$ cat config.mk
export PLATFORM = sky130hd
export DESIGN_NAME = carc_mul
export DESIGN_NICKNAME = d
export VERILOG_FILES = /design/src/sv/carc_pkg.sv /design/src/sv/carc_mul.sv
export SDC_FILE = /design/constraint.sdc
export NUM_CORES = 2
export LEC_CHECK = 0
export ABC_AREA = 1
export BUFFER_PORTS_ARGS = -buffer_cell sky130_fd_sc_hd__buf_2
export CORE_ASPECT_RATIO = 1.75
export CORE_MARGIN = 2
export CORE_UTILIZATION = 55
export CTS_BUF_LIST = sky130_fd_sc_hd__clkbuf_4 sky130_fd_sc_hd__clkbuf_8
export DETAILED_ROUTE_END_ITERATION = 8
export PLACE_DENSITY = 0.72
export SLEW_MARGIN = 30
export SYNTH_ARGS = -nofsm -noshare
export SYNTH_HDL_FRONTEND = slang
export SYNTH_SLANG_ARGS = --single-unit
$ cat constraint.sdc
create_clock -name clk -period 10 [get_ports clk]
set_clock_uncertainty 0.15 [all_clocks]
set_input_delay 1 -clock clk [delete_from_list [all_inputs] [get_ports clk]]
set_output_delay 1 -clock clk [all_outputs]
set_load 0.005 [all_outputs]
$ cat src/sv/carc_pkg.sv
`default_nettype none
// ----------------------------------------------------------------------------
// carc_pkg
// Shared types, constants and helpers of the comb/allpass reverb channel.
// ----------------------------------------------------------------------------
package carc_pkg;

	localparam int SampleWidth = 24;
	localparam int CombBankDepth = 2048;
	localparam int ApBankDepth = 1024;
	localparam int CombAw = 13;
	localparam int ApAw = 12;
	localparam int CombPw = 11;
	localparam int ApPw = 10;

	// left side comb lengths, allpass lengths, tap constants
	localparam logic [CombPw-1:0] CombLen [4] = '{11'd1557, 11'd1617, 11'd1491, 11'd1422};
	localparam logic [ApPw-1:0] ApLen [4] = '{10'd556, 10'd441, 10'd341, 10'd225};
	localparam logic [8:0] TapRoom [2] = '{9'd400, 9'd350};
	localparam logic [5:0] TapChaos [2] = '{6'd50, 6'd40};
	localparam logic [13:0] TapGain [2] = '{14'd9830, 14'd7864};

	localparam logic [16:0] FbMax = 17'd65208;
	localparam logic [12:0] HpMin = 13'd66;
	localparam logic [12:0] HpMax = 13'd6554;
	localparam logic [12:0] CtlMax = 13'd4096;

	typedef logic signed [SampleWidth-1:0] sample_t;

	// multiplier operation codes
	typedef enum logic [1:0] {
		MUL_Q16 = 2'd0,
		MUL_Q12 = 2'd1,
		MUL_RAW = 2'd2
	} mul_op_t;

	// saturate a wide signed value to the sample width
	function automatic sample_t sat(input logic signed [63:0] v);
		logic signed [63:0] hi;
		logic signed [63:0] lo;
		hi = 64'sd8388607;
		lo = -64'sd8388608;
		if (v > hi)
			sat = sample_t'(hi);
		else if (v < lo)
			sat = sample_t'(lo);
		else
			sat = sample_t'(v);
	endfunction

	// round half up then shift right arithmetic
	function automatic logic signed [63:0] rnd(input logic signed [63:0] v,
			input logic [5:0] s);
		logic signed [63:0] h;
		h = (s == 6'd0) ? 64'sd0 : (64'sd1 <<< (s - 6'd1));
		rnd = (v + h) >>> s;
	endfunction

endpackage
`default_nettype wire

$ cat src/sv/carc_mul.sv
`default_nettype none
// ----------------------------------------------------------------------------
// carc_mul
// Shared registered multiplier with rounding shift, used by the multiply steps.
// ----------------------------------------------------------------------------
module carc_mul (
	input  wire logic                clk,
	input  wire logic signed [31:0]  a,
	input  wire logic signed [31:0]  b,
	input  wire logic [5:0]          shift,
	output logic signed [63:0]       y_q
);
	logic signed [63:0] prod_s1;
	logic [5:0] shift_s1;

	// multiply, then round in the following cycle
	always_ff @(posedge clk) begin
		prod_s1 <= 64'(a) * 64'(b);
		shift_s1 <= shift;
		y_q <= carc_pkg::rnd(prod_s1, shift_s1);
	end
endmodule
`default_nettype wire

==> flow_summary_export.csv <==
group,metric,value,unit
clocking,cts-resized-gates,0,
final_layout,final_cell_mix,"inv_1, nand2_1, fa_1, nand3_1, nor2_1",
logic_synthesis,async_reset_ff_frac,0,
die,die_width,233.2,microns
final_layout,drive_gt1_frac,0.04395,
timing,drv_slew,0,
global_routing,antenna_found_initial,24,
die,chipHeight,405.1,microns
timing,min_period_over_period,0.8968,
worst_setup_path,path_max_fanout,32,
die,num_rows,147,
place,dp_cells,8120,
logic_synthesis,postSynthCellCount,7014,
logic_synthesis,synth_top_area_cell,"fa_1",
route,final_antenna_net_count,0,
die,coreArea,91410,sq um
final_layout,final_common_cell,"inv_1",
logic_synthesis,synth_area,50560,sq um
clocking,cts_setup_buffers,0,
logic_synthesis,synth_fp_nets,8417,
worst_setup_path,cp-end-kind,"flop",
place,port_buffers,134,
timing,slew_headroom,0.2627,
clocking,clk_path_buf_depth,3,
route,drt_iter0_drc,3489,
clocking,clk-insertion-delay-late,0.61,ns
final_layout,fin_util,0.5751,
global_routing,grt_start_max_net_pins,66,
clocking,cts_sinks,134,
worst_hold_path,holdCritPathClass,"in -> reg",
global_routing,grt_pass1_wl,300400,microns
worst_setup_path,crit_type,"in -> reg",
route,post_drt_wl_per_cell,24.25,microns
logic_synthesis,synth.avg_cell_area,7.209,sq um
worst_setup_path,cp_slowest_cell,"buf_2",
worst_setup_path,cp_common_cell,"fa_1",
die,ios,135,
outcome,outcome,"complete, no violations",
clocking,h-tree-depth,4,
timing,finalHoldWorstSlack,0.3411,ns
place,gp_congestion,1.124,
timing,tightestPinTransition,1.102,ns
logic_synthesis,synth_area_leaders,"fa_1, inv_1, nand2_1",
clocking,clock-root-buffer,"clkbuf_8",
route,dr.pass1.iters,8,
timing,rsz0062_at_grt,"no",
route,wl,198000,microns
logic_synthesis,seq_area_frac_synth,0.05305,
worst_setup_path,slowest_delay,0.76,ns
worst_setup_path,required,10.31,ns
logic_synthesis,ys_ff_latch,134,
route,routed_via_density,5.611,
clocking,numCtsBuffers,25,
flow_run,cap_viol_max_count,0,
global_routing,grt_overflow,0,
logic_synthesis,synth_top_area_share,0.4288,
logic_synthesis,yosysWarningCount,0,
final_layout,stdcell_count,8165,
global_routing,grt_pass1_vias,49450,
timing,setup_viol,0,
route,drc,0,
global_routing,grtUsageTotal,0.4423,
timing,min_period,8.968,ns
timing,tns,0,ns
logic_synthesis,post_synth_num_cell_types,48,
worst_setup_path,crit_arrival,9.27,ns
die,die-area,94470,sq um
final_layout,nNetsFinal,8360,
worst_setup_path,startpoint_type,"primary input",
die,initial_core_util,0.5532,
final_layout,synthToLayoutAreaGrowth,3.962,%
timing,hold_viol,0,
logic_synthesis,synth_edf_count,0,
clocking,cts_tree,"built",
place,dp_hpwl,157400,microns
route,vias,45810,
clocking,cts.reportedPaths.clkPinSlew,0.09,ns
clocking,ctsHoldBuffers,0,
timing,fmax,0.1115,GHz
logic_synthesis,ys.flop_type,"dfxtp_1",
==> metal layers <==
metal	vias to the layer above	routed length [microns]	track usage
met5	-	157	0
met2	2417	94320	0.7313
met1	22120	58430	0.4164
li1	20220	-	-
met3	1037	19640	0.1538
met4	24	25480	0.4365
==> final cells by class <==
class	count	area [sq um]
Antenna cell	11	27.53
Clock inverter	6	32.53
Tap cell	1192	1491
Sequential cell	134	2689
Timing Repair Buffer	204	1194
Inverter	1915	7188
Clock buffer	26	357.8
Multi-Input combinational cell	4677	39590
Fill cell	8761	38840
==> path summary, 6_finish.rpt <==
kind / startpoint / to / slack, ns / depth (start not counted)
min reg2reg: shift_s1[5] / y_q[26] / 0.56 / 3
max reg2reg: shift_s1[0] / y_q[46] / 1.63 / 32
min: shift[0] / shift_s1[0] / 0.34 / 1
max: a[13] / prod_s1[58] / 1.03 / 25
==> flip-flops by register name, indices dropped and copies added, names as in the netlist <==
name / flops
prod_s1: 64
shift_s1: 6
y_q: 64
==> worst max-delay path, delay by kind of cell <==
| family | cells | cell delay (ns) |
|---|---|---|
| fa+ha+maj | 9 | 4.43 |
| simple gates | 8 | 2.01 |
| buf+inv | 5 | 1.14 |
| compound gates | 2 | 0.45 |
| xor+xnor | 1 | 0.20 |
==> logic make-up after synthesis <==
logic type,Yosys count,share of synthesized area
xor+xnor,96,0.01663
simple gates,2950,0.2419
compound gates,299,0.03363
flops,134,0.05305
fa+ha+maj,1332,0.4904
buf+inv,2203,0.1645
==> stage by stage <==
| step | instance area, sq um | setup WS [ns] |
|---|---|---|
| floorplan | 50560 | 1.917 |
| global placement | 52120 | 0.7998 |
| detailed placement | 52120 | 0.7648 |
| CTS | 52510 | 1.357 |
| global route | 52550 | 0.8918 |
| finish | 52570 | 1.032 |
==> Yosys cell counts (7+ instances only) <==
| library cell | n |
|---|---|
| a21oi_1 | 144 |
| a31oi_1 | 20 |
| buf_1 | 32 |
| buf_2 | 13 |
| clkbuf_1 | 236 |
| dfxtp_1 | 134 |
| fa_1 | 1083 |
| ha_1 | 249 |
| inv_1 | 1910 |
| nand2_1 | 1879 |
| nand2_2 | 15 |
| nand3_1 | 683 |
| nand4_1 | 21 |
| nor2_1 | 280 |
| nor3_1 | 13 |
| nor4_1 | 13 |
| o211ai_1 | 23 |
| o21a_1 | 7 |
| o21ai_0 | 65 |
| o21bai_1 | 15 |
| or2_2 | 19 |
| xnor2_1 | 51 |
| xor2_1 | 45 |
Power is not shown: default switching activity piles up to over one toggle a cycle in this logic, so the estimate is an artifact.
